<file path="src/sv/sdt_ram.sv">
// Generic simple dual-port RAM with one write port and a registered read port.
// Standalone; no package needed.
`default_nettype none

module sdt_ram #(
    parameter int WIDTH = 8,
    parameter int DEPTH = 64,
    localparam int AW   = $clog2(DEPTH)
) (
    input  wire logic             clk,
    input  wire logic             we,
    input  wire logic [AW-1:0]    waddr,
    input  wire logic [WIDTH-1:0] wdata,
    input  wire logic [AW-1:0]    raddr,
    output logic      [WIDTH-1:0] rdata
);

    logic [WIDTH-1:0] mem_reg [DEPTH];
    logic [WIDTH-1:0] rdata_reg;

    // Write port and registered read port.
    always_ff @(posedge clk)
    begin
        if (we)
        begin
            mem_reg[waddr] <= wdata;
        end
        rdata_reg <= mem_reg[raddr];
    end

    assign rdata = rdata_reg;

endmodule

`default_nettype wire

</file>
<file path="config.mk">
export PLATFORM = sky130hd
export DESIGN_NAME = sdt_ram
export DESIGN_NICKNAME = d
export VERILOG_FILES = /design/src/sv/sdt_ram.sv
export SDC_FILE = /design/constraint.sdc
export NUM_CORES = 1
export LEC_CHECK = 0
export BUFFER_PORTS_ARGS = -buffer_cell sky130_fd_sc_hd__buf_2
export CORE_ASPECT_RATIO = 1.25
export CORE_MARGIN = 4
export CORE_UTILIZATION = 40
export DETAILED_ROUTE_END_ITERATION = 10
export GPL_ROUTABILITY_DRIVEN = 0
export PLACE_DENSITY_LB_ADDON = 0.08
export RECOVER_POWER = 50
export SLEW_MARGIN = 20
export SYNTH_ARGS = -nofsm -noshare
export SYNTH_HDL_FRONTEND = slang
export SYNTH_SLANG_ARGS = --single-unit
</file>
<file path="constraint.sdc">
create_clock -name clk -period 2 [get_ports clk]
set_input_delay 0.2 -clock clk [delete_from_list [all_inputs] [get_ports clk]]
set_output_delay 0.2 -clock clk [all_outputs]
set_load 0.05 [all_outputs]
</file>
== Word-level counts from Yosys, hierarchy flattened ==
Memory sizes are Yosys's and may differ from the RTL's. A register that Yosys moved wholly into a read port is not among the register bits.
Cells that the tools add are included.
Word-level totals
  input port bits: 22
  RAM bits: 512
  word-level logic and storage cells: 3
  memory bits (read-only): 0
  output and inout bits: 8
  memories kept: 1
  bits in latches: 0
  bits in registers: 0
Cells by class
  $mul: 0
  order comparisons: 0
  $add $sub $neg: 0
  shift operators: 0
  equal/unequal tests: 0
  div/mod/pow operators: 0
  muxes and demuxes: 2
  reduce and logical (&&, ||, !) cells: 0
  bitwise gates (word level): 0
Memories
  mem_reg: words 64, bits a word 8, read ports 1, clocked after Yosys merged registers in 1, write ports 1, line 18  | logic [WIDTH-1:0] mem_reg [DEPTH];
Operators with widths (number)
  $mux W1: 2

== Depth between registers and ports, before layout ==
Gate-level depths: netlist of run 1.
  depth in word-level cells: 2
  gate-level depth with buffers: 9
  mapped depth without buffers: 5

== Worst setup path after synthesis of run 1 ==
No wires, ideal clock.
  path kind: input port to flip-flop
  from: input raddr[1]
  to: register rdata_reg[3], in the netlist rdata[3], read port of mem_reg
  library setup time: 0.128 ns
  arrival: 1.740 ns
  path buffers: 3
  setup slack: 0.132 ns
  cell stages on the path: 7
  required time: 1.872 ns
  cells stage by stage: buf_4 buf_2 buf_2 mux4_2 mux4_2 o21ai_1 o41ai_1
RTL lines
  start, declared: line 14  | input wire logic [AW-1:0] raddr,
  end, declared: line 19  | logic [WIDTH-1:0] rdata_reg;

==> results of run 1 <==
[path summary, 6_finish.rpt]
kind / from / end / slack (ns) / depth (start not counted)
setup / recovery: mem_reg[7][1] / rdata[1] / 0.06 / 5
hold / removal: raddr[5] / rdata[6] / 0.06 / 3
setup reg to reg: mem_reg[7][1] / rdata[1] / 0.06 / 5
hold reg to reg: mem_reg[30][6] / rdata[6] / 0.81 / 3
[power groups by stage]
stage          Combinational [W]  Clock (W)  Sequential [W]
2_1_floorplan           0.000643          0          0.0124
3_3_place_gp             0.00139          0          0.0123
3_5_place_dp             0.00140          0          0.0123
4_1_cts                  0.00140     0.0100          0.0121
5_1_grt                  0.00146     0.0106          0.0121
6_report                 0.00136    0.00979          0.0121
[cell type report]
cell class / count / area (µm²) / share of cell area (%)
sequential: 520 / 15500 / 64.8
timing repair buffer: 202 / 1580 / 6.59
tap: 651 / 815 / 3.40
clock buffer: 63 / 1360 / 5.69
clock inverter: 32 / 338 / 1.41
multi-input combinational: 369 / 4330 / 18.1
[synthesized netlist by cell type (all sizes together), types with 3 or more instances]
master / n
edfxtp: 512
mux4: 126
nor2: 83
buf: 34
mux2i: 23
nand2: 19
clkbuf: 17
nor2b: 14
mux2: 13
nand3: 13
dfxtp: 8
o221ai: 8
o22ai: 8
nand2b: 7
nor3: 7
a221oi: 6
a211oi: 4
o21ai: 4
a21oi: 3
a22oi: 3
nand3b: 3
o2111ai: 3
o2bb2ai: 3
[per-layer routing]
| metal | global-route usage [%] | vias up | part of all wire [%] |
|---|---|---|---|
| met1 | 25.4 | 5259 | 43 |
| met3 | 3.96 | 72 | 5.5 |
| met2 | 30.9 | 227 | 50 |
| met5 | 0 | - | 0.042 |
| li1 | - | 4337 | - |
| met4 | 4.32 | 4 | 2.0 |
[cell families after synthesis]
| family | Yosys count |
|---|---|
| flip-flops | 520 |
| multiplexers | 162 |
| AND/OR/NAND/NOR | 153 |
| AO/OA/AOI/OAI | 54 |
| buffers and inverters | 51 |
[per-stage QoR]
| step | area (µm²) | hold slack (ns) |
|---|---|---|
| after global placement | 22300 | 0.637 |
| after global routing | 24000 | 0.0502 |
| final | 24000 | 0.0622 |
| after floorplan | 20200 | 0.299 |
| after CTS | 24000 | 0.0227 |
| after detailed placement | 22300 | 0.659 |
[worst reg2reg max path, cell delays in order (launching register included)]
cell	delay, ns
sky130_fd_sc_hd__edfxtp_1	0.36
sky130_fd_sc_hd__mux4_2	0.53
sky130_fd_sc_hd__mux4_2	0.48
sky130_fd_sc_hd__nor2_1	0.21
sky130_fd_sc_hd__nor3_1	0.10
sky130_fd_sc_hd__o2bb2ai_1	0.15
==> impl_metrics.json, run 1 <==
{
  "outcome": "finished, violations left",
  "violations": "max-capacitance violations, max-slew violations",
  "drive_gt1_share_pct": 34.5,
  "final_cycle_utilization_of_the_critical_path_pct": 97.0,
  "synth.net_count": 962,
  "design.die.area_mm2": 0.0541,
  "final-hold-violation-count": 0,
  "chipHeight_um": 259,
  "max-slew-margin-rel_pct": -5.10,
  "worstSkewPairLatency_ns": 0.58,
  "path_cells": "mux4_2 > mux4_2 > nor2_1 > nor3_1 > o2bb2ai_1",
  "largest_register_ffs": 512,
  "cts_buffer_depth": 3,
  "worst_setup_path_category": "reg -> reg",
  "yosysWarnings": 0,
  "cp_top_family": "multiplexers",
  "post-route-min-period_ns": 1.94,
  "dr_vias": 9899,
  "synth_top_area_cell": "sky130_fd_sc_hd__edfxtp_1",
  "synth.yosys.seq_area_share_pct": 77.0,
  "max_clock_freq_mhz": 515,
  "holdBufCountCts": 0,
  "worst_ep_arrival_time_ns": 2.41,
  "final.setup_skew_ns": 0.0122,
  "design.portCount": 30,
  "number_of_storage_elements_in_the_synthesis_netlist": 520,
  "place_worst_setup_slack_ns": -0.223,
  "power_report.internal_total_w": 0.0184,
  "synthesis.instances": 940,
  "cts_tree": "done",
  "post_cts_resized": 0,
  "power_switching_share_pct": 21.1,
  "grt_start_max_net_pins": 65,
  "crit_slowest_cell": "sky130_fd_sc_hd__mux4_2",
  "synth_compound_gate_area_share_pct": 2.07,
  "hold_class": "in -> reg",
  "post_synth_xor_area_fraction_pct": 0,
  "tritoncts.num_buffers": 52,
  "synth-async-reset-ratio_pct": 0,
  "clkSinkCount": 520,
  "setup_viol": 0,
  "detail_route.vias_per_cell": 5.39,
  "areaGrowthSynthToFinish_pct": 18.8,
  "clock_tree.htree_level_count": 2,
  "drt-total-wl_um": 49600,
  "synthTopCellsByArea": "sky130_fd_sc_hd__edfxtp_1 76%, sky130_fd_sc_hd__mux4_2 14%, sky130_fd_sc_hd__nor2_1 1.5%",
  "grt_util_all_layers_pct": 18.6,
  "cpPeakStageDelay_ns": 0.53,
  "detail_route.wl_per_cell_um": 27.0,
  "cts_post_setup_buffers_inserted": 0,
  "initial_core_util_pct": 40.6,
  "synth.distinct_cells": 40,
  "clk_pin_slew_ns": 0.06,
  "critPathBufInv": 0,
  "power_frac_seq_pct": 52.1,
  "grt_pass1_vias": 10400,
  "synth_top_family_by_area": "multiplexers",
  "overall_die_width_um": 209,
  "dr.first_iter.drc_count": 660,
  "placed_cells": 1742,
  "grt_setup_unrepaired": "no",
  "filler_cell_count": 4222,
  "totalNegativeSetupSlack_ns": 0,
  "syn_std_cell_area_mm2": 0.0202,
  "fin_nets": 1167,
  "worst_slew_pin_slew_ns": 1.58,
  "worst_vdd_rail_ir_drop_mv": 0.663,
  "synth_adder_area_share_pct": 0,
  "master_cell_of_the_clock_root_buffer": "sky130_fd_sc_hd__clkbuf_16",
  "worst_slack_ns": 0.0592,
  "synth_ff_type": "sky130_fd_sc_hd__edfxtp_1",
  "globalRouteOverflowTotal": 0,
  "syn_area_per_cell_um2": 21.5,
  "buffer_ports.inserted": 29,
  "floorplan.core_area_mm2": 0.0496,
  "synth_enable_flop_cells": 512,
  "ant_nets": 0,
  "critical_path_required_ns": 2.47,
  "antenna_found_initial": 2,
  "synth_top_cell_area_share_pct": 76.2,
  "final_core_util_pct": 48.3,
  "power.total_w": 0.0233,
  "path_common_cell": "sky130_fd_sc_hd__mux4_2",
  "type_of_element_launching_the_critical_path": "flop",
  "cap_violations": 1,
  "comb_power_share_pct": 5.9,
  "net-switching-power_w": 0.00490,
  "setup.worst_path.end_class": "flop",
  "final_common_cell": "sky130_fd_sc_hd__edfxtp_1",
  "maxSlewViolCount": 65,
  "tritonroute_pass_1_iters": 5,
  "grt_first_pass_wirelength_um": 73200,
  "layout_common_cells": "512 x sky130_fd_sc_hd__edfxtp_1, 150 x sky130_fd_sc_hd__buf_4, 126 x sky130_fd_sc_hd__mux4_2",
  "place.detailed.hpwl_um": 32000,
  "path_max_fanout": 1,
  "stdcell_count": 1837,
  "floorplan.rows": 91,
  "clkPwrFrac_pct": 42.1,
  "power.density_mw_per_mm2": 971,
  "yosys.area_share.simple_pct": 3.39,
  "p_leak_nw": 7.79,
  "drc": 0,
  "insertedDiodeCount": 0,
  "post_synth_mux_area_share_pct": 15.9
}
No activity file was read; power rests on OpenSTA's default activity.
==> run 2: changes to the inputs <==
Settings changed: CORE_UTILIZATION 40 to 56.
==> run 2 against run 1 <==
Effect of this change:
- the run still ends with max-capacitance violations, max-slew violations left
- routed wire length fell by 5.8%
- highest routed layer unchanged
- core utilization rose by 18 points
- sequential share of layout area up 1.8 points
- worst setup slack worse by 0.019 ns
- critical endpoint is now rdata[5]
- sequential power is essentially flat
- critical path depth unchanged
- register-to-register slack got worse by 0.02 ns
==> impl_metrics.json, run 2 (same netlist as run 1, synthesis figures left out) <==
{
  "outcome": "finished, violations left",
  "violations": "max-capacitance violations, max-slew violations",
  "holdBufCountCts": 0,
  "design.portCount": 30,
  "dpl_cell_area_mm2": 0.0219,
  "dr.first_iter.drc_count": 974,
  "clk_pin_slew_ns": 0.06,
  "largest_register_ffs": 512,
  "floorplan.core_area_mm2": 0.0355,
  "comb_power_share_pct": 6.0,
  "crit_slowest_cell": "sky130_fd_sc_hd__a2111oi_0",
  "insertedDiodeCount": 0,
  "min-delay-start": "raddr[5]",
  "setup_viol": 0,
  "post-route-min-period_ns": 1.96,
  "place_worst_setup_slack_ns": -0.321,
  "totalNegativeSetupSlack_ns": 0,
  "grt_pass1_vias": 10400,
  "clkPwrFrac_pct": 39.1,
  "clock_tree.htree_level_count": 2,
  "grt_start_max_net_pins": 65,
  "layout_common_cells": "512 x sky130_fd_sc_hd__edfxtp_1, 126 x sky130_fd_sc_hd__mux4_2, 125 x sky130_fd_sc_hd__buf_4",
  "p_leak_nw": 7.57,
  "cap_violations": 2,
  "chipHeight_um": 220,
  "hold_class": "in -> reg",
  "place.detailed.hpwl_um": 30200,
  "cts_tree": "done",
  "antenna_found_initial": 2,
  "cts_post_setup_buffers_inserted": 0,
  "tritonroute_pass_1_iters": 4,
  "dr_vias": 10100,
  "detail_route.vias_per_cell": 6.22,
  "worst_vdd_rail_ir_drop_mv": 0.708,
  "final_cycle_utilization_of_the_critical_path_pct": 98.0,
  "path_cells": "mux4_2 > nor2b_1 > a2111oi_0 > buf_4 > o41ai_1",
  "power_report.internal_total_w": 0.0175,
  "ant_nets": 0,
  "cpPeakStageDelay_ns": 0.58,
  "final-hold-violation-count": 0,
  "max_clock_freq_mhz": 510,
  "overall_die_width_um": 178,
  "power.density_mw_per_mm2": 945,
  "maxSlewViolCount": 61,
  "final_core_util_pct": 65.8,
  "reg2reg_from": "mem_reg[0][5]",
  "clkSinkCount": 520,
  "worst_ep_arrival_time_ns": 2.39,
  "critical_path_required_ns": 2.43,
  "path_max_fanout": 1,
  "net-switching-power_w": 0.00456,
  "critPathBufInv": 1,
  "tritoncts.num_buffers": 49,
  "grt_first_pass_wirelength_um": 69200,
  "floorplan.rows": 77,
  "design.die.area_mm2": 0.0391,
  "drc": 0,
  "master_cell_of_the_clock_root_buffer": "sky130_fd_sc_hd__clkbuf_16",
  "initial_core_util_pct": 56.9,
  "worst_setup_path_startpoint": "mem_reg[0][5]",
  "areaGrowthSynthToFinish_pct": 15.7,
  "worstSkewPairLatency_ns": 0.56,
  "post_cts_resized": 1,
  "buffer_ports.inserted": 29,
  "final.setup_skew_ns": 0.0173,
  "power_switching_share_pct": 20.7,
  "power_frac_seq_pct": 54.9,
  "cts_buffer_depth": 3,
  "type_of_element_launching_the_critical_path": "flop",
  "drt-total-wl_um": 46700,
  "drive_gt1_share_pct": 32.7,
  "detail_route.wl_per_cell_um": 28.7,
  "cp_top_family": "compound AO/OA/AOI/OAI gates",
  "grt_setup_unrepaired": "no",
  "final_common_cell": "sky130_fd_sc_hd__edfxtp_1",
  "fin_area_mm2": 0.0233,
  "worst_setup_path_category": "reg -> reg",
  "worst_slew_pin_slew_ns": 1.61,
  "globalRouteOverflowTotal": 0,
  "worst_slack_ns": 0.0399,
  "fin_nets": 1140,
  "setup.worst_path.end_class": "flop",
  "max-slew-margin-rel_pct": -7.59,
  "grt_util_all_layers_pct": 24.7
}
## run 2: worst min-delay path: stages
cell and delay (ns):
sky130_fd_sc_hd__buf_2 0.21, sky130_fd_sc_hd__nand3_1 0.11, sky130_fd_sc_hd__o32ai_1 0.07
## run 2: area by class of cell
cell class	instances	area (µm²)
flip-flops and latches	520	15500
well taps	474	593
fillers	2451	12100
clock inverters	21	145
clock buffers	63	1330
repair buffers	178	1380
multi-input cells	369	4350
## run 2: layer usage
metal  global-route usage (%)  wire length (µm)  vias up
li1                         -                 -     4279
met1                     34.3             18300     5310
met2                     41.6             24100      437
met3                     3.88              3170       77
met4                     6.71              1110        4
met5                        0                33        -
## run 2: power groups by stage
stage                     logic, W  registers, W  clock network, W
after floorplan           0.000643        0.0124                 0
after global placement     0.00130        0.0123                 0
after detailed placement   0.00133        0.0123                 0
after CTS                  0.00134        0.0121           0.00875
after global routing       0.00140        0.0121           0.00927
final                      0.00132        0.0121           0.00863
## run 2: metrics by stage
step,cells,hold slack [ns],total power [W]
floorplan,940,0.299,0.0130
global placement,1541,0.644,0.0136
detailed placement,1541,0.653,0.0137
CTS,1625,0.0596,0.0222
global route,1625,0.122,0.0228
finish,1625,0.101,0.0221
## run 2: final timing paths
kind / end / slack (ns) / cells past startpoint
setup / recovery: rdata[5] / 0.04 / 5
hold / removal: rdata[6] / 0.10 / 3
setup reg to reg: rdata[5] / 0.04 / 5
hold reg to reg: rdata[6] / 0.86 / 3
