==> src/sv/sdt_pkg.sv <==
// Shared types and constants of the seen-device table.
// Used by every module of the block but the row memory; depends on nothing.
`default_nettype none

package sdt_pkg;

    // Field widths fixed by the item format.
    localparam int ADDR_W     = 48;
    localparam int KIND_W     = 2;
    localparam int RSSI_W     = 8;
    localparam int APP_W      = 16;
    localparam int TIME_W     = 32;
    localparam int COUNT_W    = 32;
    localparam int SLOT_W     = 6;
    localparam int TALLY_W    = 7;

    // Default table size and register reset value (30 minutes in ms).
    localparam int            TABLE_DEPTH_DEF = 64;
    localparam logic [31:0]   STALE_RESET     = 32'(30 * 60 * 1000);

    // Register port geometry: one 32-bit register at byte address 0.
    localparam int            PADDR_W         = 3;
    localparam logic [0:0]    REG_STALE_LIMIT = 1'b0;

    // Mode codes of an input item.
    localparam logic MODE_SIGHTING = 1'b0;
    localparam logic MODE_PRUNE    = 1'b1;

    // One input item.
    typedef struct packed {
        logic                     mode;
        logic [ADDR_W-1:0]        dev_address;
        logic [KIND_W-1:0]        address_kind;
        logic signed [RSSI_W-1:0] signal_strength;
        logic [APP_W-1:0]         appearance_code;
        logic                     can_connect;
        logic [TIME_W-1:0]        now_ms;
    } item_t;

    // One stored table row.
    typedef struct packed {
        logic [ADDR_W-1:0]  address;
        logic [KIND_W-1:0]  kind;
        logic [RSSI_W-1:0]  strength;
        logic [COUNT_W-1:0] count;
        logic [TIME_W-1:0]  last_seen;
        logic [APP_W-1:0]   appearance;
        logic               connectable;
    } row_t;

    // One result item.
    typedef struct packed {
        logic [SLOT_W-1:0]  slot;
        logic               was_new;
        logic               was_evicted;
        logic [COUNT_W-1:0] sighting_total;
        logic [TALLY_W-1:0] removed;
        logic [TALLY_W-1:0] occupancy;
    } res_t;

    // Sequencer states.
    typedef enum logic [1:0] {
        ST_IDLE,
        ST_SCAN,
        ST_PRUNE
    } state_t;

endpackage

`default_nettype wire

==> src/sv/sdt_regs.sv <==
// Register port of the seen-device table: holds the stale age limit.
// Depends on sdt_pkg for the address map and reset value.
`default_nettype none

module sdt_regs (
    input  wire logic                        clk,
    input  wire logic                        rst_n,
    input  wire logic                        psel,
    input  wire logic                        penable,
    input  wire logic                        pwrite,
    input  wire logic [sdt_pkg::PADDR_W-1:0] paddr,
    input  wire logic [31:0]                 pwdata,
    output logic      [31:0]                 prdata,
    output logic                             pready,
    output logic      [31:0]                 stale_limit
);
    import sdt_pkg::*;

    logic [31:0] stale_reg;
    logic [0:0]  reg_sel;
    logic        wr_en;

    assign pready  = 1'b1;
    assign reg_sel = paddr[2:2];
    assign wr_en   = psel && penable && pwrite && pready;

    // The limit register takes a write in the access cycle.
    always_ff @(posedge clk or negedge rst_n)
    begin
        if (!rst_n)
        begin
            stale_reg <= STALE_RESET;
        end
        else if (wr_en && (reg_sel == REG_STALE_LIMIT))
        begin
            stale_reg <= pwdata;
        end
    end

    // Read decode.
    always_comb
    begin
        unique case (reg_sel)
            REG_STALE_LIMIT: prdata = stale_reg;
            default:         prdata = 32'd0;
        endcase
    end

    assign stale_limit = stale_reg;

endmodule

`default_nettype wire

==> config.mk <==
export PLATFORM = sky130hd
export DESIGN_NAME = sdt_regs
export DESIGN_NICKNAME = d
export VERILOG_FILES = /design/src/sv/sdt_pkg.sv /design/src/sv/sdt_regs.sv
export SDC_FILE = /design/constraint.sdc
export NUM_CORES = 1
export LEC_CHECK = 0
export BUFFER_PORTS_ARGS = -buffer_cell sky130_fd_sc_hd__buf_2
export CAP_MARGIN = 15
export CORE_ASPECT_RATIO = 0.8
export CORE_UTILIZATION = 35
export CTS_CLUSTER_DIAMETER = 100
export DETAILED_ROUTE_END_ITERATION = 6
export PLACE_DENSITY = 0.72
export SETUP_SLACK_MARGIN = 0.5
export SYNTH_ARGS = -nofsm -noshare
export SYNTH_HDL_FRONTEND = slang
export SYNTH_SLANG_ARGS = --single-unit
==> constraint.sdc <==
create_clock -name clk -period 0.8 [get_ports clk]
set_input_delay 0.08 -clock clk [delete_from_list [all_inputs] [get_ports clk]]
set_output_delay 0.08 -clock clk [all_outputs]
set_load 0.01 [all_outputs]
-- Word-level counts from Yosys, hierarchy flattened
Index checks and enable logic that the tools add are counted.
- register bits: 32
- latch bits: 0
- bits in writable memories: 0
- bits in read-only memories: 0
- input port bits: 40
- output and inout port bits: 65
- word-level logic and storage cells: 6
- memories: 0
- $add $sub $neg: 0
- $mul: 0
- divide/modulo/power cells: 0
- order comparisons: 0
- equal/unequal tests: 0
- shift-type cells: 0
- mux-type cells: 1
- bitwise logic cells: 1
- reduce and logical (&&, ||, !) cells: 3
- operators by type and width (operator ; number):
    two-way mux 32 bit ; 1
    logical AND 1 bit ; 3
    inverter 1 bit ; 1

-- Logic depth before layout (Yosys ltp)
Gate-level depths: netlist of run 1.
- depth in word-level cells: 3
- depth in mapped cells: 3

-- Worst setup path before layout of run 1
Ideal clock, no wire load.
- kind: input -> register
- from: input paddr[2] (netlist bit)
- to: register stale_reg[0] (netlist: stale_limit[0])
- library setup time: 125 ps
- arrival time: 740 ps
- setup slack: -65 ps
- stages: 3
- cells stage by stage: nand4b_4 > buf_6 > mux2_4
- word-level cells in the longest chain between the ends: 2
- ends and longest elaborated chain (item ; RTL line ; source):
    start: declaration ; sdt_regs.sv:11 ; input wire logic [sdt_pkg::PADDR_W-1:0] paddr,
    inverter 1 bit ; - ;
    logical AND 1 bit ; sdt_regs.sv:34 ; else if (wr_en && (reg_sel == REG_STALE_LIMIT))
    end signal: assignment ; sdt_regs.sv:36 ; stale_reg <= pwdata;
    end: declaration ; sdt_regs.sv:19 ; logic [31:0] stale_reg;
No other way between the ends.
A chain may end at the register's enable or synchronous reset.

-- Worst setup path after layout of run 1
- from: register stale_reg[6] (netlist: stale_limit[6])
- to: output prdata[6]
- word-level cells in the longest chain between the ends: 1
- ends and longest elaborated chain (item ; RTL line ; source):
    two-way mux 32 bit ; sdt_regs.sv:43 ; unique case (reg_sel)
    end: declaration ; sdt_regs.sv:13 ; output logic [31:0] prdata,
No other way between the ends.

==> results.md, run 1 <==
- Outcome: finished with violations
- Failing checks: hold timing, setup timing
- All-Layer GR Usage: 0.174
- Final #Nets: 272
- Stages on the worst setup path: 2
- Crit path max-delay family: flip-flops
- CTS tree: built
- Mapped Nets: 145
- Vias in the first global route: ~1300
- Setup_tns: -14240 ps
- First-pass GRT wire length: about 6.1 mm
- CTS Sinks: 32
- CP max stage delay: approximately 550 ps
- Die area: about 0.0048 mm^2
- Die width: between 70 and 80 um
- Syn Area/Cell: 14.9 um^2
- Crit path time final: 1150 ps
- Cell Area, Placed: 0.00241 mm^2
- Slew Limit Fails: 0
- Worst-case clock buffer depth: 2
- FP Rows: 21
- Post-Syn Area: approximately 0.0016 mm^2
- Routed via count: around 1300
- Crit path kind: reg2out
- Initial antenna violation count: 0
- CP bufs+invs: 1
- FF-to-FF setup slack: -200 ps
- Met1 GRT Util: 0.205
- Slowest cell on crit path: dfstp_2
- Synth-to-Final Area Change: 88.3%
- Global routing's busiest layer: met2
- Cell variety after synth: 10
- Final hold slack: -247 ps
- Synthesis-stage register bit count: 32
- Post-Syn Instances: 105
- Post-route ant nets: 0
- Hpwl dp: about 2.7 mm
- Die H: around 62 um
- Crit Path Max Fanout: 3
- Worst vdd ir: roughly 0.0011 V
- Setup Skew: 0 ps
- H-tree depth: 2
- F_max: 0.870 GHz
- Multi-input logic area: around 950 um^2
- R2R Path End: stale_limit[16]$_DFFE_PN1P_
- First-pass DRT Iterations: 3
- RSZ-0062 raised after global routing: yes
- Max reg flops: 32
- Final Hold Fails: 32
- Leading cell type in the layout, fill and taps excluded: buf_2
- TritonCTS buffer count: 5
- Final Cell Area: approximately 0.003 mm^2
- Crit-path cells: nor2b_4 -> buf_6
- Core Region: between 0.004 and 0.005 mm^2
- FF-to-FF path depth: 4
- RR Startpoint: stale_limit[16]$_DFFE_PN1P_
- Fillcell total: ~300
- DR iter-0 viols: 23
- Crit path DAT: approximately 1100 ps
- Setup ws final: -349 ps
- Routed vias/inst: between 4 and 5
- Pleak: around 0.0016 uW
- GP Congestion: around 0.67
- Met3 Usage GRT: 0.0642
- Starting Density: 0.371
- Storage cell area: ~810 um^2
- Largest net degree at the start of global routing: 33
- Root buf cell: clkbuf_8
- Grt total ovfl: 0
- Buffers added on ports: roughly 100
- Clock-pin slew of the registers on the worst-case setup and hold paths: around 60 ps
- # setup viols final: 76
- Final period util: 1.44
- N_diodes: 0
- Worst path required time: just over 700 ps
- Path type of the worst min-delay path: in2async
- Max Cap Viol: 0
- CP Launch Type: register
- Power Total: between 6000 and 7000 uW
- Most frequent cells in the layout: buf_2 (58), buf_6 (55), nor2b_4 (32), mux2_4 (32), dfrtp_1 (21)
- Layout cell share with drive strength beyond 1: 0.897
- Routed WL per cell: 14.6 um
- Pwr Density: 2250 mW/mm^2
- Register area share after synthesis: 0.520
- Yosys warns: 0
- M2 GR Usage: 0.298
- I/O Pins: 105
- Critical Path Source: stale_limit[6]$_DFFE_PN1P_
- DR DRC count: 0
- Clk_lat worst skew: around 270 ps
- Crit end category: output port
- Worst setup path end: prdata[6]
- Post-Route WL: 4.25 mm
## timing repair
action                                  CTS  global route
buffers inserted                         11             7
gates resized for setup                  44            13
endpoints found under the hold margin    32            32
endpoints found under the setup margin   96            96
## metal layers
layer | vias up | routed length (um)
met5 | - | 0
met4 | 0 | 40
met3 | 5 | 355
met2 | 68 | 2190
met1 | 606 | 1660
li1 | 597 | -
## how the worst min path moves through the flow
stage / cells after the start / start / to / slack (ps)
after floorplan: 0 / rst_n / stale_limit[0]$_DFFE_PN0P_ / -220
after global placement: 2 / rst_n / stale_limit[23]$_DFFE_PN0P_ / 40
after detailed placement: 2 / rst_n / stale_limit[22]$_DFFE_PN0P_ / 50
after CTS: 2 / rst_n / stale_limit[22]$_DFFE_PN0P_ / -250
after global routing: 2 / rst_n / stale_limit[18]$_DFFE_PN0P_ / -240
final: 2 / rst_n / stale_limit[22]$_DFFE_PN0P_ / -250
## final cells by class
| type | instances | share of cell area |
|---|---|---|
| Sequential cell | 32 | 0.276 |
| Clock buffer | 8 | 0.0305 |
| Timing Repair Buffer | 127 | 0.348 |
| Tap cell | 57 | 0.0242 |
| Multi-Input combinational cell | 66 | 0.321 |
## worst reg2reg max path, cell delays in order, from the launching register on
cell	delay (ps)
dfstp_2	370
buf_6	110
buf_6	100
buf_6	100
mux2_4	240
## per-stage QoR
stage / worst slack, ps / utilization / hold WS (ps) / std cells
6_report: -349 / 0.698 / -247 / 290
5_1_grt: -397 / 0.698 / -242 / 290
4_1_cts: -344 / 0.670 / -247 / 283
3_5_place_dp: -291 / 0.569 / 51.0 / 264
3_3_place_gp: -261 / 0.569 / 44.7 / 264
2_1_floorplan: -64.7 / - / -216 / 105
## kinds of logic after synthesis
logic type / share of synthesized area
and+or+nand+nor: 0.143
muxes: 0.302
DFF: 0.520
buffers and inverters: 0.0335
other: 0.00239
## cells in the mapped netlist
cell | instances | area, um^2
dfrtp_1 | 21 | 526
buf_4 | 1 | 7.51
dfstp_2 | 11 | 289
mux2_2 | 2 | 22.5
buf_6 | 3 | 33.8
mux2_4 | 30 | 450
nand4b_4 | 1 | 23.8
conb_1 | 1 | 3.75
clkbuf_1 | 3 | 11.3
nor2b_1 | 32 | 200
## power by group
group	switching, uW	internal (uW)
clock	528	700
sequential	319	2070
combinational	980	2030
total	1830	4800
(Power assumes the default switching activity.)
==> run 2, diff against run 1 <==
ABC_AREA = 1   (was unset)
CORE_UTILIZATION = 38   (was 35)
PLACE_DENSITY = unset   (was 0.72)
PLACE_DENSITY_LB_ADDON = 0.15   (was unset)
==> results.md, run 2 <==
- Setup_tns: -12470 ps
- Routed vias/inst: ~4.5
- Final Cell Area: 0.00278 mm^2
- CTS Sinks: 32
- Leading cell type in the layout, fill and taps excluded: buf_2
- DR DRC count: 0
- Die H: about 60 um
- Pwr Density: 2070 mW/mm^2
- Crit path max-delay family: flip-flops
- Cell variety after synth: 13
- N_diodes: 0
- Max Cap Viol: 0
- Starting Density: 0.410
- Cell Area, Placed: between 0.002 and 0.0025 mm^2
- CP max stage delay: between 500 and 600 ps
- Count leader, synth: nand2_1
- Die width: approximately 75 um
- First-pass GRT wire length: around 6.6 mm
- Synthesis-stage register bit count: 32
- CP Launch Type: register
- Worst path required time: approximately 700 ps
- H-tree depth: 2
- Clk_lat worst skew: between 200 and 300 ps
- Placed Instances: 366
- Initial antenna violation count: 0
- Crit end category: output port
- Crit path time final: between 1000 and 1500 ps
- Yosys warns: 0
- DR iter-0 viols: 42
- Worst vdd ir: just over 0.001 V
- Synth-to-Final Area Change: 73.7%
- Outcome: finished with violations
- Slowest cell on crit path: dfstp_2
- Final Hold Fails: 32
- Clock-pin slew of the registers on the worst-case setup and hold paths: around 60 ps
- Hpwl dp: ~3 mm
- Setup ws final: -336 ps
- Final Util: 0.712
- Number of synthesized flops with an enable pin: 0
- I/O Pins: about 110
- Layout cell share with drive strength beyond 1: 0.647
- Syn Area/Cell: about 7.5 um^2
- GP Congestion: 0.689
- Final period util: 1.42
- Post-Route WL: between 4 and 5 mm
- Top_reg_cell synth: dfrtp_1
- Slew Limit Fails: 0
- Crit path kind: reg2out
- Mapped Nets: between 200 and 300
- Path type of the worst min-delay path: in2async
- Pleak: ~0.0015 uW
- Share of the synthesized area in the top cell type: 0.328
- Synth top cells by count: nand2_1 (65), inv_1 (33), nand3_1 (32), nor2_1 (32), dfrtp_1 (21)
- Vias in the first global route: ~1500
- Failing checks: hold timing, setup timing
- Post-Syn Instances: about 210
- Register area share after synthesis: 0.509
- All-Layer GR Usage: 0.197
- Buffers added on ports: between 100 and 150
- Die area: roughly 0.0045 mm^2
- Post-route ant nets: 0
- FP Rows: 20
- F_max: ~0.88 GHz
- Setup Skew: 0 ps
- Final hold slack: -250 ps
- Routed WL per cell: 11.6 um
- Largest net degree at the start of global routing: 33
- Most frequent cells in the layout: buf_2 (83), nand2_1 (51), buf_6 (37), nand3_1 (32), inv_2 (23)
- Synth area leaders: dfrtp_1 (33%), dfstp_2 (18%), nand2_1 (15%), nand3_1 (10%), inv_1 (7.7%)
- Grt total ovfl: 0
- Post-Syn Area: ~0.0016 mm^2
- Routed via count: 1740
- Crit-path cells: inv_2 -> nor2_4 -> buf_6
- Max reg flops: 32
- Core Region: between 0.003 and 0.004 mm^2
- TritonCTS buffer count: 5
- Worst-case clock buffer depth: 2
- Final #Nets: ~370
- Root buf cell: clkbuf_8
- Ys async rst share: 1.00
- Final std cells w/o fill: about 390
- RSZ-0062 raised after global routing: yes
- # setup viols final: slightly below 70
- First-pass DRT Iterations: 5
- CP bufs+invs: 2
- Crit path DAT: ~1100 ps
- Area leader, netlist: dfrtp_1
- CTS tree: built
- Crit Path Max Fanout: 3
## run 2: cell count changes in the layout (fill, tap and decap cells not counted), sizes merged
cell,delta
nand2,+67
inv,+34
nor2,+33
mux2,-32
nand3,+32
nor2b,-32
nand4b,-1
## run 2: kinds of logic after synthesis
kind of cell,Yosys count,synth area share
simple gates,131,0.347
buf+inv,48,0.142
flops,32,0.509
other cells,1,0.00234
## run 2: metrics by stage
stage | power (uW) | hold WS [ps] | worst slack [ps]
after global routing | 6110 | -238 | -367
after global placement | 3930 | 45.8 | -79.8
after CTS | 5560 | -250 | -335
final | 5760 | -250 | -336
after floorplan | 3220 | -216 | 12.5
after detailed placement | 3970 | 47.1 | -108
## run 2: report_power, final
group          internal, uW  switching [uW]  total, uW  leakage, uW
registers              2000             297       2300     0.000379
clock network           701             535       1240    0.0000455
logic                  1130            1090       2220      0.00110
total                  3840            1920       5760      0.00153
## run 2: final cells by class
cell class | count | area [um^2]
Clock buffer | 8 | 90.1
Fill cell | 324 | 1120
Inverter | 34 | 128
Multi-Input combinational cell | 133 | 768
Sequential cell | 32 | 815
Tap cell | 55 | 68.8
Timing Repair Buffer | 127 | 910
## run 2: path summary, 6_finish.rpt
| kind | endpoint | slack (ps) | depth (start not counted) | startpoint |
|---|---|---|---|---|
| min in group clk | stale_limit[16]$_DFFE_PN1P_ | 10 | 3 | pwdata[16] |
| max | prdata[19] | -340 | 3 | stale_limit[19]$_DFFE_PN1P_ |
| min | stale_limit[21]$_DFFE_PN0P_ | -250 | 2 | rst_n |
| max reg2reg | stale_limit[17]$_DFFE_PN1P_ | -80 | 4 | stale_limit[17]$_DFFE_PN1P_ |
| min reg2reg | stale_limit[20]$_DFFE_PN1P_ | 470 | 2 | stale_limit[20]$_DFFE_PN1P_ |
| max in group asynchronous | stale_limit[8]$_DFFE_PN1P_ | 800 | 2 | rst_n |
## run 2: per-layer routing
layer | part of all wire | global-route usage
met1 | 0.43 | 0.233
met2 | 0.49 | 0.351
met3 | 0.067 | 0.0506
met4 | 0.0035 | 0.0566
met5 | 0 | 0
## run 2: what timing repair did
item | in CTS | in global routing
cloned | 0 | 1
pin swaps | 17 | 17
endpoints found under the setup margin | 96 | 96
hold endpoints to repair | 32 | 32
resized for setup | 29 | 35
setup buffers | 9 | 5
