## src/sv/sdt_pkg.sv

```systemverilog
// Shared types and constants of the seen-device table.
// Used by every module of the block but the row memory; depends on nothing.
`default_nettype none

package sdt_pkg;

    // Field widths fixed by the item format.
    localparam int ADDR_W     = 48;
    localparam int KIND_W     = 2;
    localparam int RSSI_W     = 8;
    localparam int APP_W      = 16;
    localparam int TIME_W     = 32;
    localparam int COUNT_W    = 32;
    localparam int SLOT_W     = 6;
    localparam int TALLY_W    = 7;

    // Default table size and register reset value (30 minutes in ms).
    localparam int            TABLE_DEPTH_DEF = 64;
    localparam logic [31:0]   STALE_RESET     = 32'(30 * 60 * 1000);

    // Register port geometry: one 32-bit register at byte address 0.
    localparam int            PADDR_W         = 3;
    localparam logic [0:0]    REG_STALE_LIMIT = 1'b0;

    // Mode codes of an input item.
    localparam logic MODE_SIGHTING = 1'b0;
    localparam logic MODE_PRUNE    = 1'b1;

    // One input item.
    typedef struct packed {
        logic                     mode;
        logic [ADDR_W-1:0]        dev_address;
        logic [KIND_W-1:0]        address_kind;
        logic signed [RSSI_W-1:0] signal_strength;
        logic [APP_W-1:0]         appearance_code;
        logic                     can_connect;
        logic [TIME_W-1:0]        now_ms;
    } item_t;

    // One stored table row.
    typedef struct packed {
        logic [ADDR_W-1:0]  address;
        logic [KIND_W-1:0]  kind;
        logic [RSSI_W-1:0]  strength;
        logic [COUNT_W-1:0] count;
        logic [TIME_W-1:0]  last_seen;
        logic [APP_W-1:0]   appearance;
        logic               connectable;
    } row_t;

    // One result item.
    typedef struct packed {
        logic [SLOT_W-1:0]  slot;
        logic               was_new;
        logic               was_evicted;
        logic [COUNT_W-1:0] sighting_total;
        logic [TALLY_W-1:0] removed;
        logic [TALLY_W-1:0] occupancy;
    } res_t;

    // Sequencer states.
    typedef enum logic [1:0] {
        ST_IDLE,
        ST_SCAN,
        ST_PRUNE
    } state_t;

endpackage

`default_nettype wire

```

## src/sv/sdt_engine.sv

```systemverilog
// Sequencer of the seen-device table: scans rows in the row memory, updates,
// appends, evicts and prunes. Depends on sdt_pkg.
`default_nettype none

module sdt_engine #(
    parameter int  DEPTH  = sdt_pkg::TABLE_DEPTH_DEF,
    localparam int IDX_W  = $clog2(DEPTH),
    localparam int CNT_W  = $clog2(DEPTH + 1)
) (
    input  wire logic                 clk,
    input  wire logic                 rst_n,
    input  wire logic                 start,
    input  wire sdt_pkg::item_t       item,
    input  wire logic [31:0]          stale_limit,
    output logic                      busy,
    output logic      [IDX_W-1:0]     ram_raddr,
    input  wire sdt_pkg::row_t        ram_rdata,
    output logic                      ram_we,
    output logic      [IDX_W-1:0]     ram_waddr,
    output sdt_pkg::row_t             ram_wdata,
    output logic                      res_vld,
    output sdt_pkg::res_t             res
);
    import sdt_pkg::*;

    localparam logic [CNT_W-1:0] FULL = CNT_W'(DEPTH);
    localparam logic [CNT_W-1:0] ONE  = CNT_W'(1);

    state_t              state_reg,   state_next;
    item_t               item_reg,    item_next;
    logic [CNT_W-1:0]    live_reg,    live_next;
    logic [CNT_W-1:0]    removed_reg, removed_next;
    logic [CNT_W-1:0]    rd_idx_reg,  rd_idx_next;
    logic [IDX_W-1:0]    chk_idx_reg, chk_idx_next;
    logic                chk_vld_reg, chk_vld_next;
    logic                move_reg,    move_next;
    logic [TIME_W-1:0]   min_reg,     min_next;
    logic [IDX_W-1:0]    min_idx_reg, min_idx_next;

    logic [CNT_W-1:0]    chk_ext;
    logic [CNT_W-1:0]    chk_inc;
    logic [CNT_W-1:0]    live_dec;
    logic [TIME_W-1:0]   age;
    logic                stale;
    logic                issue;
    logic                hit;
    logic                full;
    row_t                row_upd;
    row_t                row_new;

    assign chk_ext  = CNT_W'(chk_idx_reg);
    assign chk_inc  = chk_ext + ONE;
    assign live_dec = live_reg - ONE;
    assign age      = item_reg.now_ms - ram_rdata.last_seen;
    assign stale    = age > stale_limit;
    assign issue    = rd_idx_reg < live_reg;
    assign hit      = chk_vld_reg && (ram_rdata.address == item_reg.dev_address);
    assign full     = live_reg == FULL;
    assign busy     = state_reg != ST_IDLE;

    // Row contents after a sighting of a known device.
    always_comb
    begin
        row_upd             = ram_rdata;
        row_upd.kind        = item_reg.address_kind;
        row_upd.strength    = item_reg.signal_strength;
        row_upd.count       = ram_rdata.count + COUNT_W'(1);
        row_upd.last_seen   = item_reg.now_ms;
        row_upd.connectable = item_reg.can_connect;
        if (item_reg.appearance_code != '0)
        begin
            row_upd.appearance = item_reg.appearance_code;
        end
    end

    // Row contents for a device that is new to the table.
    always_comb
    begin
        row_new.address     = item_reg.dev_address;
        row_new.kind        = item_reg.address_kind;
        row_new.strength    = item_reg.signal_strength;
        row_new.count       = COUNT_W'(1);
        row_new.last_seen   = item_reg.now_ms;
        row_new.appearance  = item_reg.appearance_code;
        row_new.connectable = item_reg.can_connect;
    end

    // State and control registers.
    always_ff @(posedge clk or negedge rst_n)
    begin
        if (!rst_n)
        begin
            state_reg   <= ST_IDLE;
            live_reg    <= '0;
            chk_vld_reg <= 1'b0;
            move_reg    <= 1'b0;
        end
        else
        begin
            state_reg   <= state_next;
            live_reg    <= live_next;
            chk_vld_reg <= chk_vld_next;
            move_reg    <= move_next;
        end
    end

    // Working registers.
    always_ff @(posedge clk)
    begin
        item_reg    <= item_next;
        removed_reg <= removed_next;
        rd_idx_reg  <= rd_idx_next;
        chk_idx_reg <= chk_idx_next;
        min_reg     <= min_next;
        min_idx_reg <= min_idx_next;
    end

    // Next state, memory access and result.
    always_comb
    begin
        state_next   = state_reg;
        item_next    = item_reg;
        live_next    = live_reg;
        removed_next = removed_reg;
        rd_idx_next  = rd_idx_reg;
        chk_idx_next = chk_idx_reg;
        chk_vld_next = chk_vld_reg;
        move_next    = move_reg;
        min_next     = min_reg;
        min_idx_next = min_idx_reg;
        ram_raddr    = '0;
        ram_we       = 1'b0;
        ram_waddr    = chk_idx_reg;
        ram_wdata    = row_new;
        res_vld      = 1'b0;
        res          = '0;
        res.occupancy = TALLY_W'(live_reg);

        unique case (state_reg)
            ST_IDLE:
            begin
                // Row 0 is read ahead so the first check runs in the next cycle.
                ram_raddr = '0;
                if (start)
                begin
                    item_next    = item;
                    chk_idx_next = '0;
                    chk_vld_next = live_reg != '0;
                    rd_idx_next  = ONE;
                    removed_next = '0;
                    move_next    = 1'b0;
                    state_next   = (item.mode == MODE_PRUNE) ? ST_PRUNE : ST_SCAN;
                end
            end

            ST_SCAN:
            begin
                ram_raddr = rd_idx_reg[IDX_W-1:0];
                if (hit)
                begin
                    // Known device: update its row in place.
                    ram_we             = 1'b1;
                    ram_waddr          = chk_idx_reg;
                    ram_wdata          = row_upd;
                    res_vld            = 1'b1;
                    res.slot           = SLOT_W'(chk_idx_reg);
                    res.sighting_total = row_upd.count;
                    chk_vld_next       = 1'b0;
                    state_next         = ST_IDLE;
                end
                else if (!chk_vld_reg && !issue)
                begin
                    // All live rows checked: append, or reuse the oldest row.
                    ram_we             = 1'b1;
                    ram_waddr          = full ? min_idx_reg : live_reg[IDX_W-1:0];
                    ram_wdata          = row_new;
                    live_next          = full ? live_reg : live_reg + ONE;
                    res_vld            = 1'b1;
                    res.slot           = SLOT_W'(ram_waddr);
                    res.was_new        = 1'b1;
                    res.was_evicted    = full;
                    res.sighting_total = row_new.count;
                    res.occupancy      = TALLY_W'(live_next);
                    state_next         = ST_IDLE;
                end
                else
                begin
                    // Track the oldest row; the lowest index wins ties.
                    if (chk_vld_reg &&
                        ((chk_idx_reg == '0) || (ram_rdata.last_seen < min_reg)))
                    begin
                        min_next     = ram_rdata.last_seen;
                        min_idx_next = chk_idx_reg;
                    end
                    chk_vld_next = issue;
                    chk_idx_next = rd_idx_reg[IDX_W-1:0];
                    rd_idx_next  = rd_idx_reg + CNT_W'(issue);
                end
            end

            ST_PRUNE:
            begin
                // A row fetched from the end is written into the hole first.
                ram_we    = move_reg && chk_vld_reg;
                ram_waddr = chk_idx_reg;
                ram_wdata = ram_rdata;
                if (!chk_vld_reg)
                begin
                    res_vld       = 1'b1;
                    res.removed   = TALLY_W'(removed_reg);
                    state_next    = ST_IDLE;
                end
                else if (stale)
                begin
                    live_next    = live_dec;
                    removed_next = removed_reg + ONE;
                    if (chk_ext == live_dec)
                    begin
                        // The last live row was the stale one.
                        res_vld       = 1'b1;
                        res.removed   = TALLY_W'(removed_next);
                        res.occupancy = TALLY_W'(live_next);
                        chk_vld_next  = 1'b0;
                        move_next     = 1'b0;
                        state_next    = ST_IDLE;
                    end
                    else
                    begin
                        // Fetch the last live row and retest it at this index.
                        ram_raddr = live_dec[IDX_W-1:0];
                        move_next = 1'b1;
                    end
                end
                else if (chk_inc < live_reg)
                begin
                    ram_raddr    = chk_inc[IDX_W-1:0];
                    chk_idx_next = chk_inc[IDX_W-1:0];
                    move_next    = 1'b0;
                end
                else
                begin
                    res_vld      = 1'b1;
                    res.removed  = TALLY_W'(removed_reg);
                    chk_vld_next = 1'b0;
                    move_next    = 1'b0;
                    state_next   = ST_IDLE;
                end
            end

            default:
            begin
                state_next = ST_IDLE;
            end
        endcase
    end

endmodule

`default_nettype wire

```

## config.mk

```make
export PLATFORM = sky130hd
export DESIGN_NAME = sdt_engine
export DESIGN_NICKNAME = d
export VERILOG_FILES = /design/src/sv/sdt_pkg.sv /design/src/sv/sdt_engine.sv
export SDC_FILE = /design/constraint.sdc
export NUM_CORES = 1
export LEC_CHECK = 0
export ABC_AREA = 0
export BUFFER_PORTS_ARGS = -buffer_cell sky130_fd_sc_hd__buf_2
export CAP_MARGIN = 30
export CORE_AREA = 2 2 190 192
export CTS_CLUSTER_DIAMETER = 50
export DETAILED_ROUTE_END_ITERATION = 10
export DIE_AREA = 0 0 192 194
export PLACE_DENSITY = 0.68
export SLEW_MARGIN = 20
export SYNTH_ARGS = -nofsm -noshare
export SYNTH_HDL_FRONTEND = slang
export SYNTH_SLANG_ARGS = --single-unit
```

## constraint.sdc

```tcl
create_clock -name clk -period 5 [get_ports clk]
set_clock_uncertainty 0.15 [all_clocks]
set_input_delay 0.5 -clock clk [delete_from_list [all_inputs] [get_ports clk]]
set_output_delay 0.5 -clock clk [all_outputs]
set_load 0.05 [all_outputs]
```

=== Word level (Yosys, flattened, before mapping) ===
Cells that the tools add are included.

* Add/subtract/negate cells: 7
* Order comparisons: 4
* Equal/unequal tests: 16
* Multiplexer cells: 75
* Bitwise gates (word level): 2
* Reduce and logical (&&, ||, !) cells: 25

{| class="wikitable"
|+ Operators by type and width
! cell !! number
|-
| one-hot mux 139 bit (2 select lines) || 1
|-
| two-way mux 139 bit || 1
|-
| two-way mux 7 bit || 17
|-
| two-way mux 6 bit || 15
|-
| two-way mux 40 bit || 2
|-
| one-hot mux 7 bit (2 select lines) || 4
|-
| == test 48 bit || 1
|-
| adder 32 x 1 -> 32 bit (second input constant) || 1
|-
| > comparator 32 bit || 1
|-
| less-than comparator 32 bit || 1
|-
| two-way mux 32 bit || 1
|-
| subtractor 32 bit || 1
|-
| two-way mux 2 bit || 9
|-
| one-hot mux 6 bit (3 select lines) || 1
|-
| two-way mux 1 bit || 16
|-
| two-way mux 16 bit || 1
|-
| AND reduction 4 bit || 4
|-
| nonzero test 16 bit || 1
|-
| adder 7 x 1 -> 7 bit (second input constant) || 2
|-
| less-than comparator 7 bit || 2
|-
| two-way mux 14 bit || 1
|-
| != test 2 bit (second input constant) || 7
|-
| one-hot mux 6 bit (2 select lines) || 1
|-
| AND reduction 3 bit || 3
|-
| 23 further kinds || 35
|}

* Register bits after elaboration: 176
* Bits of input ports: 282
* Output and inout bits: 208

=== Logic depth before layout (Yosys ltp) ===
Gate-level depths: netlist (run 1).

* Word-level depth: 6
* Mapped depth: 22

=== Least setup slack after synthesis (run 1) ===
No wires, ideal clock.

* Path kind: input to output
* From: input port ram_rdata[17] (netlist bit)
* To: output port ram_raddr[3]
* Data arrival time: 5.513 ns
* Required time: 4.350 ns
* Path slack: -1.163 ns
* Cell stages on the path: 21
* Path buffers: 1
* Cell sequence: ha_1 inv_1 fa_1 a21o_1 a221oi_1 nor4bb_1 o31a_1 a31oi_1 o2111ai_1 a21oi_1 xnor2_1 ha_1 nand4_1 nor4_1 a211oi_1 a21oi_1 and2_1 clkbuf_1 nand2_1 o22a_1 o21ai_0

* Longest elaborated chain between the ends: 5

{| class="wikitable"
|+ Ends and longest elaborated chain
! what !! line !! RTL
|-
| from (decl) || sdt_engine.sv:17 || <nowiki>input wire sdt_pkg::row_t ram_rdata,</nowiki>
|-
| subtractor 32 bit || sdt_engine.sv:54 || <nowiki>assign age = item_reg.now_ms - ram_rdata.last_seen;</nowiki>
|-
| > comparator 32 bit || sdt_engine.sv:55 || <nowiki>assign stale = age > stale_limit;</nowiki>
|-
| two-way mux 6 bit || sdt_engine.sv:213 || <nowiki>else if (stale)</nowiki>
|-
| two-way mux 6 bit || sdt_engine.sv:207 || <nowiki>if (!chk_vld_reg)</nowiki>
|-
| one-hot mux 6 bit (2 select lines) || sdt_engine.sv:139 || <nowiki>unique case (state_reg)</nowiki>
|-
| to (decl) || sdt_engine.sv:16 || <nowiki>output logic [IDX_W-1:0] ram_raddr,</nowiki>
|}

Every way passes these cells.

==> flow_summary.json, run 1 <==
{
  "final_antenna_net_count": 0,
  "slew_viol_final": 0,
  "fin_hold_ws_ns": 0.0693,
  "antenna_found_initial": 13,
  "synth_compound_area_share_pct": 19.7,
  "peakVddDrop_mv": 0.571,
  "synth_top_area_share_pct": 36.0,
  "htreeDepth": 4,
  "die_h_um": 194,
  "gp_congestion": 0.960,
  "io_pins": 490,
  "slowest_delay_ns": 0.42,
  "core_sq_um": 35200,
  "cp_max_fo": 6,
  "failed_checks": "setup timing",
  "synth_top_area_cell": "edfxtp_1",
  "ys.flop_type": "edfxtp_1",
  "vias": 14367,
  "synthMuxAreaShare_pct": 0.873,
  "cp-end-kind": "output pin",
  "finalCritPeriodShare_pct": 117,
  "cts_tree": "done",
  "synth_xor_area_share_pct": 8.25,
  "wl_per_cell_um": 20.9,
  "hold_path_class": "in -> reg",
  "placed_cells": 2527,
  "p_per_area_nw_per_um2": 676,
  "syn_area_per_cell_sq_um": 9.14,
  "ys_warn_count": 0,
  "crit_type": "reg -> out",
  "finalCriticalPeriod_ns": 5.83,
  "rsz0062_at_grt": "true",
  "fin_area_sq_um": 19100,
  "slowest_stage": "edfxtp_1",
  "grt_pass1_wl_mm": 80.9,
  "cpMostUsedCell": "buf_4",
  "fin_nets": 2507,
  "synth_edf_count": 165,
  "clockBufferDepth": 2,
  "dpl-instance-area_sq_um": 17800,
  "numCtsBuffers": 17,
  "synth_area_sq_um": 13800,
  "synth_fa_ha_area_share_pct": 11.1,
  "syn_nets": 1908,
  "yosys-top-cells-area": "edfxtp_1 (36%), ha_1 (11%), a22o_1 (5.2%)",
  "post-route-drc-count": 0,
  "layout.cells.non_filler": 2586,
  "clk_latency_ns": 0.45,
  "final-setup-viol-count": 24,
  "p_leak_nw": 8.87,
  "status": "finished, violations left",
  "syn_inst": 1505,
  "slew_headroom_pct": 44.5,
  "grt_pass1_vias": 14185,
  "startpoint_type": "register",
  "cts_root_buffer": "clkbuf_16",
  "maxCapViolations": 0,
  "tightest_slew_ns": 0.826,
  "finalPower_mw": 12.9,
  "synth_top_family_by_area": "compound AO/OA/AOI/OAI gates",
  "crit_required_ns": 4.35,
  "grt_overflow": 0,
  "largest_register_ffs": 107,
  "worstPathArrival_ns": 5.18,
  "grtUsageTotal_pct": 28.5,
  "rows": 69,
  "cts_sinks": 176,
  "hold_viol_final": 0,
  "pre_cts_ws_ns": -0.942,
  "ys_seq_area_share_pct": 38.0,
  "ys_async_sr_fraction_pct": 6.25,
  "initial_core_util_pct": 39.0,
  "die_area_sq_um": 37200,
  "clk_pin_slew_worst_paths_ns": 0.08,
  "max_freq_mhz": 172,
  "grt_max_degree": 49,
  "port_buffers": 489,
  "dr.pass1.iters": 7,
  "final_core_utilization_pct": 54.2,
  "tns_ns": -16.07,
  "yosys.area_share.simple_pct": 16.7,
  "dr.first_iter.drc_count": 1224,
  "dpl.hpwl_mm": 43.5,
  "finalWorstSetupSlack_ns": -0.828,
  "layout-drive-gt1-share_pct": 35.6,
  "ys_ff_latch": 176,
  "viasPerCell": 5.56,
  "wl_mm": 54.0,
  "chipWidth_um": 192,
  "synth.distinct_cells": 74,
  "syn_to_final_growth_pct": 38.9
}
[cells in the mapped netlist, types with 16 or more instances]
| library cell | instances |
|---|---|
| o21ai_0 | 99 |
| and3_1 | 23 |
| clkbuf_1 | 45 |
| nand4_1 | 28 |
| ha_1 | 120 |
| nand2_1 | 116 |
| xor2_1 | 51 |
| a22o_1 | 81 |
| inv_1 | 131 |
| nor3_1 | 30 |
| edfxtp_1 | 165 |
| a21o_1 | 29 |
| nor4_1 | 16 |
| nor2_1 | 133 |
| a21oi_1 | 93 |
| nand3_1 | 43 |
| xnor2_1 | 76 |
[worst paths after layout]
path | to | from | cells past startpoint | slack (ns)
worst max-delay path | res[7] | item_reg[0] | 26 | -0.83
worst min-delay path | item_reg[49] | item[49] | 1 | 0.07
worst max register to register | state_reg[1] | item_reg[0] | 25 | -0.06
worst min register to register | move_reg | move_reg | 1 | 0.44
max in group asynchronous | state_reg[1] | rst_n | 2 | 4.14
min in group asynchronous | live_reg[1] | rst_n | 2 | 0.32
[cells by family after synthesis]
logic type,count (synthesis)
flops,176
buf+inv,191
compound gates,406
xor+xnor,128
mux,12
simple gates,471
fa+ha+maj,121
[power breakdown]
| part | internal (mW) | switching (mW) |
|---|---|---|
| sequential | 2.10 | 0.364 |
| combinational | 2.82 | 6.29 |
| clock | 0.718 | 0.622 |
[cell usage in the layout, fill, tap and decap left out, drive strengths merged, types with 5 or more instances in the layout]
cell type,netlist,layout
buf,13,637
edfxtp,165,165
inv,132,134
nor2,133,133
ha,120,120
nand2,116,116
o21ai,105,105
a21oi,94,94
a22o,81,81
xnor2,76,76
xor2,51,51
nand3,43,43
nor3,31,31
a21o,29,29
nand4,28,28
and3,23,23
clkbuf,45,21
nor4,16,16
nand2b,15,15
nand3b,15,15
a31oi,14,14
mux2i,12,12
dfrtp,11,11
nor2b,10,10
and2,10,10
or3,9,9
diode,0,8
o21a,8,8
o2bb2ai,8,8
or2,7,7
o31ai,7,7
or4,6,6
o211ai,5,5
a211oi,5,5
clkinv,1,5
[critical path, delay by kind of cell, from the launching register on]
family | cells | cell delay (ns)
xor+xnor | 1 | 0.15
flops | 1 | 0.42
simple gates | 5 | 0.74
compound gates | 6 | 1.28
fa+ha+maj | 3 | 0.74
buf+inv | 10 | 1.22
mux | 1 | 0.16
[metal layers]
layer	up-vias	GRT usage, %	routed length (um)
li1	6708	-	-
met1	6838	37.1	22200
met2	684	45.2	25000
met3	127	6.75	4730
met4	10	12.0	2020
met5	-	0	69
[layout make-up]
class                           count  area, sq um
Timing Repair Buffer              638         3840
Fill cell                        3217        16100
Clock inverter                     11          108
Inverter                          133          499
Antenna cell                        8         20.0
Tap cell                          461          577
Sequential cell                   176         5230
Multi-Input combinational cell   1138         8360
Clock buffer                       21          460
[timing repair]
| action | 4_1_cts | 5_1_grt |
|---|---|---|
| endpoints found under the hold margin | 11 | 0 |
| resized for setup | 88 | 38 |
| pin swaps | 30 | 31 |
| hold buffers | 1 | 0 |
| setup buffers | 13 | 8 |
| setup endpoints to repair | 38 | 45 |
No activity file was read; power rests on OpenSTA's default activity.
==> run 2: changes to the inputs <==
==> constraint.sdc (replaced) <==
create_clock -name clk -period 5 [get_ports clk]
set_clock_uncertainty 0.15 [all_clocks]
set_input_delay 0.75 -clock clk [delete_from_list [all_inputs] [get_ports clk]]
set_output_delay 0.75 -clock clk [all_outputs]
set_load 0.05 [all_outputs]
==> flow_summary.json, run 2 (same netlist as run 1, synthesis figures left out) <==
{
  "status": "finished, violations left",
  "failed_checks": "setup timing",
  "wl_per_cell_um": 20.9,
  "cts_tree": "done",
  "port_buffers": 489,
  "finalPower_mw": 13.0,
  "hold_viol_final": 0,
  "crit_required_ns": 4.10,
  "clk_pin_slew_worst_paths_ns": 0.08,
  "hold_path_class": "in -> async",
  "grt_pass1_vias": 14288,
  "io_pins": 490,
  "fin_nets": 2530,
  "slew_viol_final": 0,
  "comb_power_share_pct": 70.7,
  "regArea_sq_um": 5230,
  "holdBufCountCts": 0,
  "p_per_area_nw_per_um2": 674,
  "grt_max_degree": 49,
  "startpoint_type": "register",
  "chipWidth_um": 192,
  "multi_input_area_sq_um": 8450,
  "layout-drive-gt1-share_pct": 36.7,
  "htreeDepth": 4,
  "finalWorstSetupSlack_ns": -1.03,
  "cts_root_buffer": "clkbuf_16",
  "tns_ns": -20.42,
  "final_antenna_net_count": 0,
  "worstPathArrival_ns": 5.13,
  "seq_power_share_pct": 18.8,
  "post-route-drc-count": 0,
  "grt_pass1_wl_mm": 81.7,
  "cp-end-kind": "output pin",
  "dpl.hpwl_mm": 43.9,
  "final_core_utilization_pct": 54.8,
  "pre_cts_ws_ns": -1.16,
  "cts_sinks": 176,
  "layout_common_cells": "buf_2 (467), edfxtp_1 (165), buf_4 (162)",
  "die_area_sq_um": 37200,
  "switching_power_mw": 7.36,
  "largest_register_ffs": 107,
  "finalCriticalPeriod_ns": 6.03,
  "final-setup-viol-count": 25,
  "dpl-instance-area_sq_um": 18100,
  "viasPerCell": 5.52,
  "maxCapViolations": 0,
  "core_sq_um": 35200,
  "slew_headroom_pct": 47.6,
  "clockBufferDepth": 2,
  "dr.pass1.iters": 5,
  "layout.cells.most_common": "buf_2",
  "max_freq_mhz": 166,
  "cp_max_fo": 7,
  "vias": 14415,
  "antenna_found_initial": 8,
  "peakVddDrop_mv": 0.538,
  "nFillCells": 3236,
  "rows": 69,
  "tightest_slew_ns": 0.778,
  "finalCritPeriodShare_pct": 121,
  "clk_latency_ns": 0.45,
  "grt_overflow": 0,
  "die_h_um": 194,
  "syn_to_final_growth_pct": 40.4,
  "p_int_mw": 5.67,
  "rsz0062_at_grt": "true",
  "pwr-share-clk_pct": 10.5,
  "dr.first_iter.drc_count": 1178,
  "grtUsageTotal_pct": 28.7,
  "numCtsBuffers": 17,
  "swShare_pct": 56.5,
  "wl_mm": 54.6,
  "gp_congestion": 0.993,
  "initial_core_util_pct": 39.0,
  "p_leak_nw": 9.00,
  "crit_type": "reg -> out",
  "fin_area_sq_um": 19300
}
==> run 2: repair_timing <==
action | CTS | global route
pin swaps | 25 | 18
gates cloned | 0 | 0
gates resized for setup | 80 | 28
buffers inserted | 9 | 8
endpoints found under the hold margin | 0 | 0
endpoints found under the setup margin | 42 | 45
==> run 2: layout make-up <==
| type | instances | area share, % |
|---|---|---|
| antenna | 12 | 0.155 |
| clock buffer | 20 | 2.31 |
| clock inverter | 12 | 0.654 |
| inverter | 133 | 2.58 |
| multi-input combinational | 1138 | 43.7 |
| sequential | 176 | 27.1 |
| tap | 461 | 2.99 |
| timing repair buffer | 661 | 20.5 |
==> run 2: final timing paths <==
| path | from | endpoint | slack (ns) | cells after the start |
|---|---|---|---|---|
| worst min register to register | move_reg | move_reg | 0.44 | 1 |
| max in group asynchronous | rst_n | chk_vld_reg | 4.43 | 1 |
| worst min-delay path | rst_n | live_reg[1] | 0.03 | 1 |
| worst max register to register | item_reg[0] | state_reg[1] | -0.11 | 27 |
| worst max-delay path | item_reg[0] | res[11] | -1.03 | 25 |
| min in group clk | item[32] | item_reg[32] | 0.31 | 1 |
==> run 2: worst max-delay path, stage by stage (launching register included) <==
cell and delay (ns):
edfxtp_1 0.49, inv_2 0.11, ha_4 0.13, inv_2 0.03, fa_2 0.34, a21o_1 0.19
a221oi_2 0.22, buf_4 0.17, nor4bb_4 0.05, o31a_1 0.28, a31oi_2 0.22, o2111ai_2 0.16
a21oi_2 0.16, xnor2_1 0.08, ha_1 0.29, nand4_1 0.11, buf_4 0.17, nor4_4 0.16
and4_1 0.24, a21oi_2 0.04, buf_6 0.14, and2_4 0.18, o21ai_4 0.16, and2_4 0.24
o2bb2ai_4 0.14, buf_8 0.16
==> run 2: per-layer routing <==
layer / track usage [%] / wire length [um] / vias to the layer above
met3: 5.25 / 4230 / 73
met4: 8.09 / 1130 / 2
li1: - / - / 6767
met5: 0 / 13 / -
met2: 47.1 / 25900 / 643
met1: 38.7 / 23300 / 6930
==> run 2: through the flow <==
step / instances / hold WS [ns]
5_1_grt: 2608 / 0.0283
2_1_floorplan: 1505 / 0.274
4_1_cts: 2595 / 0.00800
3_3_place_gp: 2553 / 0.389
6_report: 2613 / 0.0268
3_5_place_dp: 2554 / 0.393
==> run 2: power by group through the flow <==
| stage | combinational (mW) | clock, mW | sequential [mW] |
|---|---|---|---|
| floorplan | 6.27 | 0 | 2.34 |
| global placement | 8.58 | 0 | 2.44 |
| detailed placement | 8.67 | 0 | 2.46 |
| CTS | 9.05 | 1.39 | 2.44 |
| global route | 9.73 | 1.43 | 2.49 |
| finish | 9.22 | 1.36 | 2.45 |
==> run 3: changes to the inputs <==
SETUP_SLACK_MARGIN = 0.3   (was default)
==> flow_summary.json, run 3 (same netlist as run 1, synthesis figures left out) <==
{
  "dpl-instance-area_sq_um": 18200,
  "clockBufferDepth": 2,
  "io_pins": 490,
  "slew_viol_final": 0,
  "swShare_pct": 56.5,
  "grt_max_degree": 49,
  "tightest_slew_ns": 0.817,
  "top_layer_used": "met5",
  "rsz0062_at_grt": "true",
  "vias": 14556,
  "htreeDepth": 4,
  "crit_required_ns": 4.10,
  "core_sq_um": 35200,
  "fin_nets": 2552,
  "grt_pass1_wl_mm": 82.8,
  "failed_checks": "setup timing",
  "final_core_utilization_pct": 55.4,
  "gp_congestion": 0.983,
  "startpoint_type": "register",
  "die_h_um": 194,
  "finalWorstSetupSlack_ns": -1.06,
  "cp-end-kind": "output pin",
  "syn_to_final_growth_pct": 41.8,
  "slew_headroom_pct": 45.1,
  "largest_register_ffs": 107,
  "worstPathArrival_ns": 5.16,
  "wl_met3_mm": 4.46,
  "slowest_delay_ns": 0.42,
  "wl_met1_mm": 23.3,
  "pwr-share-clk_pct": 10.3,
  "finalCritPeriodShare_pct": 121,
  "pre_cts_ws_ns": -1.32,
  "clk_latency_ns": 0.46,
  "port_buffers": 489,
  "wl_met2_mm": 26.2,
  "grt_pass1_vias": 14589,
  "p_per_area_nw_per_um2": 673,
  "initial_core_util_pct": 39.0,
  "final_antenna_net_count": 0,
  "crit_buf_inv": 9,
  "crit_path_end": "res[12]",
  "rows": 69,
  "dr.first_iter.drc_count": 1131,
  "tns_ns": -22.03,
  "crit_type": "reg -> out",
  "cts_sinks": 176,
  "timing.rr.start": "item_reg[0]",
  "rr_worst_depth": 28,
  "cts_tree": "done",
  "layout-drive-gt1-share_pct": 37.2,
  "p_leak_nw": 9.07,
  "switching_power_mw": 7.41,
  "regToRegSetupSlack_ns": -0.25,
  "cp-startpoint": "item_reg[0]",
  "cpMostUsedCell": "buf_4",
  "final-setup-viol-count": 30,
  "peakVddDrop_mv": 0.514,
  "wl_mm": 55.8,
  "max_freq_mhz": 165,
  "p_int_mw": 5.72,
  "cp_max_fo": 6,
  "grt_overflow": 0,
  "seq_power_share_pct": 18.7,
  "comb_power_share_pct": 71.0,
  "dr.pass1.iters": 6,
  "path_depth": 25,
  "dpl.hpwl_mm": 44.5,
  "wl_per_cell_um": 21.2,
  "die_area_sq_um": 37200,
  "status": "finished, violations left",
  "viasPerCell": 5.53,
  "maxCapViolations": 0,
  "layout_common_cells": "buf_2 (463), buf_4 (184), edfxtp_1 (165)",
  "cts_root_buffer": "clkbuf_16",
  "slowest_stage": "edfxtp_1",
  "fin_area_sq_um": 19500,
  "hold_path_class": "in -> reg",
  "grtUsageTotal_pct": 29.3,
  "numCtsBuffers": 17,
  "layout.cells.most_common": "buf_2",
  "antenna_found_initial": 13,
  "worstReg2RegEnd": "state_reg[1]",
  "hold_viol_final": 0,
  "critPathTopFamily": "buffers and inverters",
  "clk_pin_slew_worst_paths_ns": 0.08,
  "finalCriticalPeriod_ns": 6.06,
  "chipWidth_um": 192,
  "post-route-drc-count": 0
}
==> run 3: changes by cell type in the layout (fill, tap and decap cells not counted), sizes merged <==
cell | previous run | this run
clkinv | 6 | 4
inv | 138 | 140
clkinvlp | 0 | 1
diode | 12 | 8
buf | 661 | 681
dlygate4sd3 | 0 | 1
==> run 3: area by class of cell <==
class | count | area (sq um)
antenna | 8 | 20.0
inverter | 133 | 499
multi-input combinational | 1138 | 8460
tap | 461 | 577
clock inverter | 13 | 125
clock buffer | 19 | 433
sequential | 176 | 5230
timing repair buffer | 683 | 4150
fill | 3274 | 15700
==> run 3: worst min-delay path by stage <==
stage	from	to	slack [ns]	cells past startpoint
after detailed placement	move_reg	move_reg	0.38	1
after CTS	item[87]	item_reg[87]	0.29	1
after global placement	move_reg	move_reg	0.36	1
after floorplan	chk_idx_reg[2]	min_idx_reg[2]	0.27	0
final	item[25]	item_reg[25]	0.31	1
after global routing	item[35]	item_reg[35]	0.29	1
==> run 3: routing by layer <==
| layer | vias up | global-route usage (%) |
|---|---|---|
| met5 | - | 0 |
| met4 | 10 | 12.2 |
| met3 | 120 | 6.64 |
| met2 | 678 | 47.2 |
| met1 | 6952 | 37.8 |
| li1 | 6796 | - |
==> run 3: power by group through the flow <==
| stage | clock [mW] | sequential [mW] | combinational (mW) |
|---|---|---|---|
| floorplan | 0 | 2.34 | 6.28 |
| global placement | 0 | 2.45 | 8.61 |
| detailed placement | 0 | 2.47 | 8.69 |
| CTS | 1.38 | 2.44 | 9.15 |
| global route | 1.43 | 2.48 | 9.83 |
| finish | 1.36 | 2.45 | 9.32 |
==> run 3: what timing repair did <==
item | CTS | global route
hold buffers | 1 | 0
setup buffers | 16 | 10
pin swaps | 26 | 23
endpoints found under the hold margin | 11 | 0
resized for setup | 90 | 29
cloned | 0 | 0
setup endpoints to repair | 45 | 110
==> run 3: metrics by stage <==
step / power, mW / hold WS, ns / cells
final: 13.1 / 0.313 / 2631
after global routing: 13.7 / 0.290 / 2631
after CTS: 13.0 / 0.286 / 2613
after detailed placement: 11.2 / 0.377 / 2564
after global placement: 11.1 / 0.364 / 2563
after floorplan: 8.63 / 0.274 / 1505
